<file path="config.mk">
export PLATFORM = sky130hd
export DESIGN_NAME = sync_length_xor_frame_receiver_unit_flat
export DESIGN_NICKNAME = d
export VERILOG_FILES = /design/src/rtl/core/srx_pkg.sv /design/src/rtl/core/srx_in_if.sv /design/src/rtl/core/srx_out_if.sv /design/src/rtl/core/sync_length_xor_frame_receiver_unit.sv /design/src/rtl/core/srx_cell.sv /design/src/rtl/core/srx_chain.sv /design/src/rtl/core/srx_ctrl.sv /design/src/flat_wrapper.sv
export SDC_FILE = /design/constraint.sdc
export NUM_CORES = 1
export LEC_CHECK = 0
export BUFFER_PORTS_ARGS = -buffer_cell sky130_fd_sc_hd__buf_2
export CAP_MARGIN = 10
export CORE_UTILIZATION = 53
export CTS_CLUSTER_DIAMETER = 120
export DETAILED_ROUTE_END_ITERATION = 16
export PLACE_DENSITY = 0.75
export REMOVE_ABC_BUFFERS = 1
export SLEW_MARGIN = 10
export SYNTH_ARGS = -nofsm -noshare
export SYNTH_HDL_FRONTEND = slang
export SYNTH_HIERARCHICAL = 1
export SYNTH_SLANG_ARGS = --single-unit
</file>
<file path="constraint.sdc">
create_clock -name clk_i -period 2.5 [get_ports clk_i]
set_input_delay 0.375 -clock clk_i [delete_from_list [all_inputs] [get_ports clk_i]]
set_output_delay 0.375 -clock clk_i [all_outputs]
set_load 0.005 [all_outputs]
</file>
<file path="src/rtl/core/srx_pkg.sv">
package srx_pkg;

  localparam int MSG_SIZE = 8;
  localparam int BYTE_W   = 8;
  localparam int POS_W    = 3;
  localparam int CNT_W    = $clog2(MSG_SIZE + 1);

  localparam logic [BYTE_W-1:0] SYNC_FIRST  = 8'hAA;
  localparam logic [BYTE_W-1:0] SYNC_SECOND = 8'h55;

  typedef enum logic [2:0] {
    ST_HUNT1,
    ST_HUNT2,
    ST_LEN,
    ST_DATA,
    ST_CHK,
    ST_SKIP,
    ST_EMIT,
    ST_ERR
  } state_e;

  typedef struct packed {
    logic              shift;
    logic [BYTE_W-1:0] din;
  } chain_ctrl_t;

endpackage

</file>
<file path="src/rtl/core/srx_in_if.sv">
interface srx_in_if import srx_pkg::*; ();
  logic              valid;
  logic              ready;
  logic [BYTE_W-1:0] rx_byte;

  modport source (output valid, output rx_byte, input ready);
  modport sink (input valid, input rx_byte, output ready);
endinterface

</file>
<file path="src/rtl/core/srx_out_if.sv">
interface srx_out_if import srx_pkg::*; ();
  logic              valid;
  logic              ready;
  logic [BYTE_W-1:0] payload_byte;
  logic [POS_W-1:0]  byte_position;
  logic              last_of_message;
  logic              frame_status;

  modport source (
    output valid, output payload_byte, output byte_position,
    output last_of_message, output frame_status, input ready
  );
  modport sink (
    input valid, input payload_byte, input byte_position,
    input last_of_message, input frame_status, output ready
  );
endinterface

</file>
<file path="src/rtl/core/sync_length_xor_frame_receiver_unit.sv">
// Frame receiver for a byte stream: it hunts for the sync pair 0xAA 0x55, reads a length of
// one to MSG_SIZE bytes, collects the payload into a chain of byte cells while folding length
// and data into an XOR checksum, and checks the byte that follows. Every byte up to and
// including the checksum is accepted as soon as it is offered. A good frame then has its
// first byte moved to the head of the cell chain, with zeros shifted in behind a short frame,
// and delivers MSG_SIZE requests, one per cycle while the sink takes them, zero past the
// length and the last one marked; a bad checksum gives a single error request. No byte is
// taken while a frame is being moved or delivered, so the sink's hold-off of a pending
// request also holds off the next frame.
module sync_length_xor_frame_receiver_unit import srx_pkg::*; (
  input  logic      clk_i,
  input  logic      rst_ni,
  srx_in_if.sink    rx_i,
  srx_out_if.source tx_o
);

  chain_ctrl_t       chain_ctrl;
  logic [BYTE_W-1:0] head_byte;

  srx_ctrl u_ctrl (
    .clk_i   (clk_i),
    .rst_ni  (rst_ni),
    .rx_i    (rx_i),
    .tx_o    (tx_o),
    .head_i  (head_byte),
    .chain_o (chain_ctrl)
  );

  srx_chain u_chain (
    .clk_i  (clk_i),
    .ctrl_i (chain_ctrl),
    .head_o (head_byte)
  );

  a_no_overlap: assert property (@(posedge clk_i) disable iff (!rst_ni)
    !(rx_i.ready && tx_o.valid))
    else $error("Input taken while a request is pending.");

  a_err_shape: assert property (@(posedge clk_i) disable iff (!rst_ni)
    (tx_o.valid && tx_o.frame_status) |->
      (tx_o.last_of_message && tx_o.byte_position == '0 && tx_o.payload_byte == '0))
    else $error("Malformed error request.");

  a_pos_step: assert property (@(posedge clk_i) disable iff (!rst_ni)
    (tx_o.valid && tx_o.ready && !tx_o.last_of_message) |=>
      (tx_o.valid && tx_o.byte_position == POS_W'($past(tx_o.byte_position) + 1'b1)))
    else $error("Message bytes not delivered in order.");

  a_back_to_hunt: assert property (@(posedge clk_i) disable iff (!rst_ni)
    (tx_o.valid && tx_o.ready && tx_o.last_of_message) |=> (rx_i.ready && !tx_o.valid))
    else $error("Receiver did not resume after the last request.");

endmodule

</file>
<file path="src/rtl/core/srx_cell.sv">
module srx_cell import srx_pkg::*; (
  input  logic              clk_i,
  input  logic              shift_i,
  input  logic [BYTE_W-1:0] d_i,
  output logic [BYTE_W-1:0] q_o
);

  logic [BYTE_W-1:0] data_q;
  logic [BYTE_W-1:0] data_d;

  assign data_d = shift_i ? d_i : data_q;

  always_ff @(posedge clk_i) begin
    data_q <= data_d;
  end

  assign q_o = data_q;

endmodule

</file>
<file path="src/rtl/core/srx_chain.sv">
module srx_chain import srx_pkg::*; (
  input  logic              clk_i,
  input  chain_ctrl_t       ctrl_i,
  output logic [BYTE_W-1:0] head_o
);

  logic [BYTE_W-1:0] link [MSG_SIZE+1];

  assign link[MSG_SIZE] = ctrl_i.din;

  for (genvar i = 0; i < MSG_SIZE; i++) begin : g_cell
    srx_cell u_cell (
      .clk_i   (clk_i),
      .shift_i (ctrl_i.shift),
      .d_i     (link[i+1]),
      .q_o     (link[i])
    );
  end

  assign head_o = link[0];

endmodule

</file>
<file path="src/rtl/core/srx_ctrl.sv">
module srx_ctrl import srx_pkg::*; (
  input  logic              clk_i,
  input  logic              rst_ni,
  srx_in_if.sink            rx_i,
  srx_out_if.source         tx_o,
  input  logic [BYTE_W-1:0] head_i,
  output chain_ctrl_t       chain_o
);

  state_e             state_q, state_d;
  logic [CNT_W-1:0]   len_q, len_d;
  logic [CNT_W-1:0]   cnt_q, cnt_d;
  logic [BYTE_W-1:0]  xor_q, xor_d;
  logic [CNT_W-1:0]   cnt_inc;
  logic               emit_last;

  assign cnt_inc   = cnt_q + 1'b1;
  assign emit_last = (cnt_q == CNT_W'(MSG_SIZE - 1));

  always_ff @(posedge clk_i or negedge rst_ni) begin
    if (!rst_ni) begin
      state_q <= ST_HUNT1;
      len_q   <= '0;
      cnt_q   <= '0;
      xor_q   <= '0;
    end else begin
      state_q <= state_d;
      len_q   <= len_d;
      cnt_q   <= cnt_d;
      xor_q   <= xor_d;
    end
  end

  always_comb begin
    state_d                 = state_q;
    len_d                   = len_q;
    cnt_d                   = cnt_q;
    xor_d                   = xor_q;
    rx_i.ready              = 1'b0;
    tx_o.valid              = 1'b0;
    tx_o.payload_byte       = '0;
    tx_o.byte_position      = '0;
    tx_o.last_of_message    = 1'b0;
    tx_o.frame_status       = 1'b0;
    chain_o.shift           = 1'b0;
    chain_o.din             = '0;
    case (state_q)
      ST_HUNT1: begin
        rx_i.ready = 1'b1;
        if (rx_i.valid) begin
          state_d = (rx_i.rx_byte == SYNC_FIRST) ? ST_HUNT2 : ST_HUNT1;
        end
      end
      ST_HUNT2: begin
        rx_i.ready = 1'b1;
        if (rx_i.valid) begin
          state_d = (rx_i.rx_byte == SYNC_SECOND) ? ST_LEN : ST_HUNT1;
        end
      end
      ST_LEN: begin
        rx_i.ready = 1'b1;
        if (rx_i.valid) begin
          if (rx_i.rx_byte == '0 || rx_i.rx_byte > BYTE_W'(MSG_SIZE)) begin
            state_d = ST_HUNT1;
          end else begin
            len_d   = rx_i.rx_byte[CNT_W-1:0];
            cnt_d   = '0;
            xor_d   = rx_i.rx_byte;
            state_d = ST_DATA;
          end
        end
      end
      ST_DATA: begin
        rx_i.ready = 1'b1;
        if (rx_i.valid) begin
          chain_o.shift = 1'b1;
          chain_o.din   = rx_i.rx_byte;
          cnt_d         = cnt_inc;
          xor_d         = xor_q ^ rx_i.rx_byte;
          if (cnt_inc >= len_q) begin
            state_d = ST_CHK;
          end
        end
      end
      ST_CHK: begin
        rx_i.ready = 1'b1;
        if (rx_i.valid) begin
          if (rx_i.rx_byte == xor_q) begin
            if (len_q == CNT_W'(MSG_SIZE)) begin
              cnt_d   = '0;
              state_d = ST_EMIT;
            end else begin
              cnt_d   = len_q;
              state_d = ST_SKIP;
            end
          end else begin
            state_d = ST_ERR;
          end
        end
      end
      ST_SKIP: begin
        // Zeros enter behind the frame until its first byte reaches the head cell.
        chain_o.shift = 1'b1;
        cnt_d         = cnt_inc;
        if (cnt_inc == CNT_W'(MSG_SIZE)) begin
          cnt_d   = '0;
          state_d = ST_EMIT;
        end
      end
      ST_EMIT: begin
        tx_o.valid           = 1'b1;
        tx_o.payload_byte    = head_i;
        tx_o.byte_position   = cnt_q[POS_W-1:0];
        tx_o.last_of_message = emit_last;
        if (tx_o.ready) begin
          chain_o.shift = 1'b1;
          cnt_d         = cnt_inc;
          if (emit_last) begin
            state_d = ST_HUNT1;
          end
        end
      end
      ST_ERR: begin
        tx_o.valid           = 1'b1;
        tx_o.last_of_message = 1'b1;
        tx_o.frame_status    = 1'b1;
        if (tx_o.ready) begin
          state_d = ST_HUNT1;
        end
      end
      default: begin
        state_d = ST_HUNT1;
      end
    endcase
  end

endmodule

</file>
<file path="src/flat_wrapper.sv">
// flat-port wrapper written by rule: the top's interface ports become plain ports
module sync_length_xor_frame_receiver_unit_flat import srx_pkg::*;
  (clk_i, rst_ni, rx_i_valid, rx_i_rx_byte, rx_i_ready, tx_o_valid, tx_o_payload_byte, tx_o_byte_position, tx_o_last_of_message, tx_o_frame_status, tx_o_ready);
  srx_in_if rx_i_i ();
  srx_out_if tx_o_i ();
  input  logic clk_i;
  input  logic rst_ni;
  input wire logic [$bits(rx_i_i.valid)-1:0] rx_i_valid;
  input wire logic [$bits(rx_i_i.rx_byte)-1:0] rx_i_rx_byte;
  output wire logic [$bits(rx_i_i.ready)-1:0] rx_i_ready;
  output wire logic [$bits(tx_o_i.valid)-1:0] tx_o_valid;
  output wire logic [$bits(tx_o_i.payload_byte)-1:0] tx_o_payload_byte;
  output wire logic [$bits(tx_o_i.byte_position)-1:0] tx_o_byte_position;
  output wire logic [$bits(tx_o_i.last_of_message)-1:0] tx_o_last_of_message;
  output wire logic [$bits(tx_o_i.frame_status)-1:0] tx_o_frame_status;
  input wire logic [$bits(tx_o_i.ready)-1:0] tx_o_ready;
  assign rx_i_i.valid = rx_i_valid;
  assign rx_i_i.rx_byte = rx_i_rx_byte;
  assign rx_i_ready = rx_i_i.ready;
  assign tx_o_valid = tx_o_i.valid;
  assign tx_o_payload_byte = tx_o_i.payload_byte;
  assign tx_o_byte_position = tx_o_i.byte_position;
  assign tx_o_last_of_message = tx_o_i.last_of_message;
  assign tx_o_frame_status = tx_o_i.frame_status;
  assign tx_o_i.ready = tx_o_ready;
  sync_length_xor_frame_receiver_unit u_core (.clk_i(clk_i), .rst_ni(rst_ni), .rx_i(rx_i_i), .tx_o(tx_o_i));
endmodule
</file>
==> results of run 1 <==
## how the worst max path moves through the flow
stage | from | endpoint | slack (ns) | depth (start not counted)
CTS | u_core/u_ctrl/state_q[1] | tx_o_payload_byte[5] | 0.13 | 4
finish | u_core/u_ctrl/state_q[1] | tx_o_payload_byte[5] | 0.33 | 4
global placement | rx_i_rx_byte[7] | u_core/u_ctrl/cnt_q[1] | 0.47 | 6
floorplan | u_core/u_ctrl/state_q[2] | u_core/u_chain/g_cell[0].u_cell/q_o[0] | -0.16 | 4
detailed placement | rx_i_rx_byte[7] | u_core/u_ctrl/cnt_q[1] | 0.46 | 6
global route | u_core/u_ctrl/state_q[2] | tx_o_payload_byte[4] | 0.15 | 4
## area by class of cell
cell class	count	share of cell area
well taps	77	0.0246
clock inverters	4	0.0195
multi-input cells	140	0.250
inverters	11	0.0106
repair buffers	31	0.0467
clock buffers	12	0.0345
flip-flops and latches	83	0.614
## power groups by stage
stage          registers (W)  clock network (W)  logic [W]
3_3_place_gp         0.00229                  0   0.000910
2_1_floorplan        0.00227                  0   0.000652
5_1_grt              0.00236            0.00109    0.00106
4_1_cts              0.00230            0.00104   0.000950
6_report             0.00230            0.00101   0.000948
3_5_place_dp         0.00233                  0   0.000936
## what timing repair did
item,CTS,global route
hold buffers,1,0
endpoints found under the hold margin,19,0
resized for setup,0,2
endpoints found under the setup margin,0,8
## synthesized netlist by cell type, types with 2 or more instances
cell type | n | share of area
o21a_1 | 2 | 0.0043
xor2_1 | 10 | 0.025
mux2_2 | 5 | 0.016
nand2_1 | 12 | 0.013
a21oi_1 | 14 | 0.020
inv_1 | 11 | 0.012
and3b_1 | 3 | 0.0075
buf_6 | 4 | 0.013
ha_1 | 5 | 0.018
a22oi_1 | 2 | 0.0043
edfxtp_1 | 64 | 0.55
dfrtp_1 | 19 | 0.14
nand3_1 | 10 | 0.014
nand3b_1 | 4 | 0.0086
and3_1 | 5 | 0.0089
o21ai_0 | 12 | 0.017
nor2b_1 | 3 | 0.0054
nor4_1 | 2 | 0.0036
a22o_1 | 4 | 0.010
nor2_1 | 5 | 0.0054
nor3b_1 | 3 | 0.0064
and2_1 | 11 | 0.020
buf_2 | 5 | 0.0071
and4bb_2 | 2 | 0.0071
clkbuf_1 | 5 | 0.0054
mux2i_1 | 2 | 0.0057
## state kept, by name (all words and copies together) (netlist names)
register / cells
u_core/u_ctrl/len_q: 4
u_core/u_ctrl/cnt_q: 4
u_core/u_ctrl/xor_q: 8
u_core/u_ctrl/state_q: 3
u_core/u_chain/g_cell.u_cell/q_o: 64
## kinds of logic (layout without fill, tap and decap cells)
kind of cell,after synthesis,in the layout,share of synthesized area
DFF,83,83,0.684
xor gates and xnor gates,11,11,0.0275
AOI/OAI and AO/OA,46,46,0.0853
adders and majority gates,5,5,0.0179
and+or+nand+nor,70,70,0.123
muxes,8,8,0.0250
buffers and inverters,25,58,0.0371
## per-layer routing
| metal | vias up | GRT usage | routed length [µm] |
|---|---|---|---|
| met1 | 945 | 0.233 | 2600 |
| li1 | 979 | - | - |
| met3 | 16 | 0.0408 | 239 |
| met4 | 0 | 0.0987 | 138 |
| met2 | 59 | 0.266 | 2430 |
| met5 | - | 0 | 0 |
## worst max-delay path: stages (launching register included)
cell     delay, ns
dfrtp_2       0.54
and2_1        0.22
nor2b_1       0.40
and2_1        0.18
buf_2         0.11
## stage by stage
stage | hold slack (ns) | setup slack (ns)
final | 0.329 | 0.334
after global routing | 0.346 | 0.150
after CTS | 0.304 | 0.129
after detailed placement | 0.338 | 0.456
after global placement | 0.336 | 0.467
after floorplan | 0.0794 | -0.157
==> summary.md, run 1 <==
| Metric | Value |
|---|---|
| DP HPWL | 3.61 mm |
| Status | complete, no violations |
| Gr ovfl total | 0 |
| Crit path time final | 2.17 ns |
| Post-synthesis area per instance | 14.1 µm² |
| Syn Inst Count | 248 |
| Clock-pin slew on the worst setup and hold paths | 0.07 ns |
| Diode count | 0 |
| Setup TNS | 0 ns |
| Nets | 293 |
| Worst min path class | input pin to flip-flop |
| Clk root buf | clkbuf_8 |
| Fill count | 487 |
| Register area share after synthesis | 0.684 |
| Fin crit share | 0.866 |
| # placed instances | 341 |
| Num CTS Buffers | 9 |
| Psw | 0.00126 W |
| Clock share of power | 0.237 |
| Die Y | 83.3 µm |
| Worst setup EP type | output pin |
| Die area | 0.00694 mm² |
| Most common cell after layout, fill and taps aside | edfxtp_1 |
| Placed inst area | 0.00369 mm² |
| Share of layout cells above drive strength 1 | 0.214 |
| CP Data Required Time | 2.12 ns |
| Layout area overhead | 11.6% |
| PortBufs | 26 |
| TritonCTS clock tree | built |
| Tot GR Track Use | 0.175 |
| Non-filler cells, final | 358 |
| Initial antenna violation count | 0 |
| R2R depth | 7 |
| Detail Route Antenna Nets | 0 |
| Max cap viols | 0 |
| Routed len/inst | 15.1 µm |
| Hold Crit Endpoint | u_core/u_ctrl/xor_q[7] |
| Power per cell area | 1090 mW/mm² |
| Initial DRC count | 136 |
| Worst-Skew Late Latency | 0.34 ns |
| Worst setup SP type | flip-flop |
| FF+latch area | 0.00240 mm² |
| Ys async rst share | 0.229 |
| Worst R2R End | u_core/u_ctrl/state_q[0] |
| EDFF count, synth | 64 |
| # rows | 29 |
| Hold path start | rx_i_rx_byte[7] |
| Clk sinks | 83 |
| Gate power share | 0.223 |
| Post-Route WL | 5.40 mm |
| Area of the multi-input gates | 980 µm² |
| Largest net degree at the start of global routing | 65 |
| Post-synth top flop | edfxtp_1 |
| Via density | 5.58 |
| DRC | 0 |
| R2R Setup Slk | 0.47 ns |
| Floorplan Core Area | 0.00635 mm² |
| Vias in the first global route | 1963 |
| Final setup fails | 0 |
| CTS Buffer Depth | 2 |
| Reg2reg start | u_core/u_ctrl/cnt_q[0] |
| Max Fclk | 0.462 GHz |
| Initial Utilization | 0.552 |
| H-tree Lvls | 3 |
| Final Core Density | 0.616 |
| Pint | 0.00299 W |
| Peak supply drop | 0.000710 V |
| Overall power | 0.00425 W |
| Slew headroom | 0.659 |
| First-pass GRT wire length | 9.24 mm |
| Post-Syn Area | 0.00350 mm² |
| Yosys warns | 6 |
| Synth unique cells | 50 |
| # Post-CTS Setup Buffers | 0 |
| Clk_skew | 0.00597 ns |
| Reg power frac | 0.541 |
| Final Instance Area | 0.00391 mm² |
| Static Leak | 1.54 nW |
| Hold Fails Final Rpt | 0 |
| Via count | 1999 |
| GP Congestion | 0.903 |
| Depth of the worst hold-timing path | 3 |
| Seq cells post-synth | 83 |
| Sw Ratio | 0.296 |
| Slew @ Worst Pin | 0.511 ns |
| IO Pins | 27 |
| Die W | 83.3 µm |
| Detailed-router iteration count before antenna repair | 4 |
| Slew Viols, Final | 0 |
| Worst-path maximum fanout | 16 |
| CP arrival | 1.79 ns |
| Unrepaired setup endpoints after global routing | no |
| Setup Crit Path Kind | flip-flop to output pin |
| Most frequent cells in the layout | edfxtp_1 (64), buf_2 (26), dfrtp_1 (17), a21oi_1 (14), o21ai_0 (12) |
No activity file was read; power rests on OpenSTA's default activity.
==> run 2, diff against run 1 <==
--- a/config.mk
+++ b/config.mk
@@ -7,10 +7,13 @@
 export LEC_CHECK = 0
 export BUFFER_PORTS_ARGS = -buffer_cell sky130_fd_sc_hd__buf_2
 export CAP_MARGIN = 10
-export CORE_UTILIZATION = 53
+export CELL_PAD_IN_SITES_DETAIL_PLACEMENT = 1
+export CELL_PAD_IN_SITES_GLOBAL_PLACEMENT = 1
+export CORE_UTILIZATION = 44
 export CTS_CLUSTER_DIAMETER = 120
 export DETAILED_ROUTE_END_ITERATION = 16
-export PLACE_DENSITY = 0.75
+export PLACE_DENSITY = 0.71
+export RECOVER_POWER = 50
 export REMOVE_ABC_BUFFERS = 1
 export SLEW_MARGIN = 10
 export SYNTH_ARGS = -nofsm -noshare
==> run 2 against run 1 <==
  * First-iteration DRC count is 40% lower
  * Final cell count up 7.5%
  * Combinational power up 1%
  * Final area rose by 0.93%
  * Non-clock buffer count increased by 2
  * Maximum frequency down 2.2%
  * Largest cell class unchanged
  * Worst setup slack got worse by 0.049 ns
  * Via count increased by 1.0%
  * Critical path depth unchanged
  * Die area grew 20%
==> summary.md, run 2 (synthesis gave the netlist of run 1 again) <==
| Metric | Value |
|---|---|
| Status | complete, no violations |
| Routed len/inst | 15.5 µm (+2.7%) |
| Gr ovfl total | 0 (unchanged) |
| H-tree Lvls | 3 (unchanged) |
| Share of layout cells above drive strength 1 | 0.208 (-0.00504) |
| Tot GR Track Use | 0.157 (-0.0177) |
| Initial DRC count | 81 (-40%) |
| Worst min path class | input pin to flip-flop |
| Peak supply drop | 0.000532 V (-25%) |
| Worst-Skew Late Latency | 0.35 ns (about the same) |
| IO Pins | 27 (unchanged) |
| Clk root buf | clkbuf_8 |
| Num CTS Buffers | 9 (unchanged) |
| Slew headroom | 0.275 (-0.385) |
| Initial Utilization | 0.454 (-0.0984) |
| Worst setup EP type | output pin |
| # placed instances | 368 (+7.9%) |
| # Post-CTS Setup Buffers | 0 (unchanged) |
| Slew @ Worst Pin | 1.09 ns (+0.577 ns) |
| Diode count | 0 (unchanged) |
| Max cap viols | 0 (unchanged) |
| Clock-pin slew on the worst setup and hold paths | 0.09 ns (+0.02 ns) |
| Most common cell after layout, fill and taps aside | edfxtp_1 |
| First-pass GRT wire length | 9.92 mm (+7.3%) |
| Crit. path cell count | 4 (unchanged) |
| CP Cell Sequence | and2_0, nor2b_1, and2_1, buf_2 |
| DP HPWL | 4.07 mm (+13%) |
| Crit path time final | 2.22 ns (+0.0494 ns) |
| CP Data Required Time | 2.12 ns (about the same) |
| Fin crit share | 0.886 (+0.0198) |
| PortBufs | 26 (unchanged) |
| Final Instance Area | 0.00395 mm² (+0.93%) |
| GP Congestion | 0.877 (-2.9%) |
| Unrepaired setup endpoints after global routing | no |
| Die Y | 91.2 µm (+9.5%) |
| TritonCTS clock tree | built |
| Detail Route Antenna Nets | 0 (unchanged) |
| CP arrival | 1.84 ns (+0.05 ns) |
| Via count | 2019 (+1.0%) |
| Worst-path maximum fanout | 13 (-3) |
| Nets | 295 (+0.68%) |
| CTS Buffer Depth | 2 (unchanged) |
| Layout area overhead | 12.6% |
| Critical path's slowest cell | dfrtp_1 |
| Clk sinks | 83 (unchanged) |
| Worst Path Buf+Inv | 1 (unchanged) |
| Non-filler cells, final | 385 (+7.5%) |
| Max Fclk | 0.451 GHz (-2.2%) |
| # rows | 32 (+10%) |
| Worst setup SP type | flip-flop |
| Vias in the first global route | 1964 (+0.051%) |
| Floorplan Core Area | 0.00773 mm² (+22%) |
| R2R depth | 4 (-3) |
| DRC | 0 (unchanged) |
| CP peak stage delay | 0.57 ns (+0.03 ns) |
| Largest net degree at the start of global routing | 65 (unchanged) |
| Max reg flops | 64 (unchanged) |
| Die W | 91.2 µm (+9.5%) |
| Final setup fails | 0 (unchanged) |
| Clk_skew | 0.00990 ns (+0.00393 ns) |
| Depth of the worst hold-timing path | 3 (unchanged) |
| Via density | 5.24 (-6.1%) |
| Die area | 0.00833 mm² (+20%) |
| Slew Viols, Final | 0 (unchanged) |
| Detailed-router iteration count before antenna repair | 4 (unchanged) |
| Initial antenna violation count | 0 (unchanged) |
| Most frequent cells in the layout | edfxtp_1 (64), buf_2 (25), dfrtp_1 (19), a21oi_1 (14), o21ai_0 (12) |
| Post-CTS Resized | 0 (unchanged) |
| Hold Fails Final Rpt | 0 (unchanged) |
| Power per cell area | 1090 mW/mm² (+0.68%) |
| Crit path max-delay family | simple AND/OR/NAND/NOR gates |
| Static Leak | 1.54 nW (+0.29%) |
| Post-Route WL | 5.97 mm (+10%) |
| Placed inst area | 0.00373 mm² (+1.3%) |
| Setup Crit Path Kind | flip-flop to output pin |
run 2: changes by cell type in the layout (fill, tap and decap cells not counted), moves of 2 or more:
cell,change
dfrtp_1,+2
and2_0,+2
and2_1,-2
dfrtp_2,-2
inv_6,+3
run 2: cell type report:
cell class	instances	area, µm²
multi-input combinational	140	980
fill	789	3780
clock buffer	9	124
tap	102	128
timing repair buffer	33	173
inverter	11	41.3
clock inverter	7	105
sequential	83	2400
run 2: path summary, 6_finish.rpt:
| path | startpoint | end | slack (ns) |
|---|---|---|---|
| worst min-delay path | rx_i_rx_byte[7] | u_core/u_ctrl/xor_q[7] | 0.33 |
| worst max-delay path | u_core/u_ctrl/state_q[2] | tx_o_payload_byte[1] | 0.28 |
| worst max register to register | u_core/u_ctrl/state_q[1] | u_core/u_chain/g_cell[1].u_cell/q_o[0] | 0.29 |
| worst min register to register | u_core/u_chain/g_cell[6].u_cell/q_o[0] | u_core/u_chain/g_cell[5].u_cell/q_o[0] | 0.42 |
| max in group asynchronous | rst_ni | u_core/u_ctrl/state_q[1] | 1.11 |
| min in group asynchronous | rst_ni | u_core/u_ctrl/cnt_q[2] | 0.75 |
run 2: where the power goes:
part | internal (W) | switching (W)
Clock | 0.000580 | 0.000502
Sequential | 0.00204 | 0.000239
Combinational | 0.000367 | 0.000593
Total | 0.00299 | 0.00133
run 2: timing repair:
item	CTS	global route
hold buffers	1	0
setup endpoints to repair	0	0
endpoints found under the hold margin	19	0
run 2: tightest hold or removal path, cell delays in order:
cell      delay [ns]
buf_2           0.15
o211ai_2        0.07
nand2_1         0.05
run 2: metal layers:
metal	GRT usage	up-vias	part of all wire
met5	0	-	0
met3	0.0310	6	0.026
li1	-	977	-
met1	0.206	1005	0.48
met4	0.0714	0	0.015
met2	0.254	31	0.48
run 2: per-stage QoR:
stage                     setup TNS (ns)  worst slack [ns]  total power [W]   util  hold WS (ns)
final                                  0             0.284          0.00432  0.511         0.332
after global routing                   0            0.0565          0.00457  0.511         0.343
after CTS                              0             0.231          0.00441  0.514         0.311
after detailed placement               0             0.392          0.00332  0.483         0.356
after global placement                 0             0.451          0.00326  0.483         0.353
after floorplan                   -10.05            -0.157          0.00292      -        0.0794
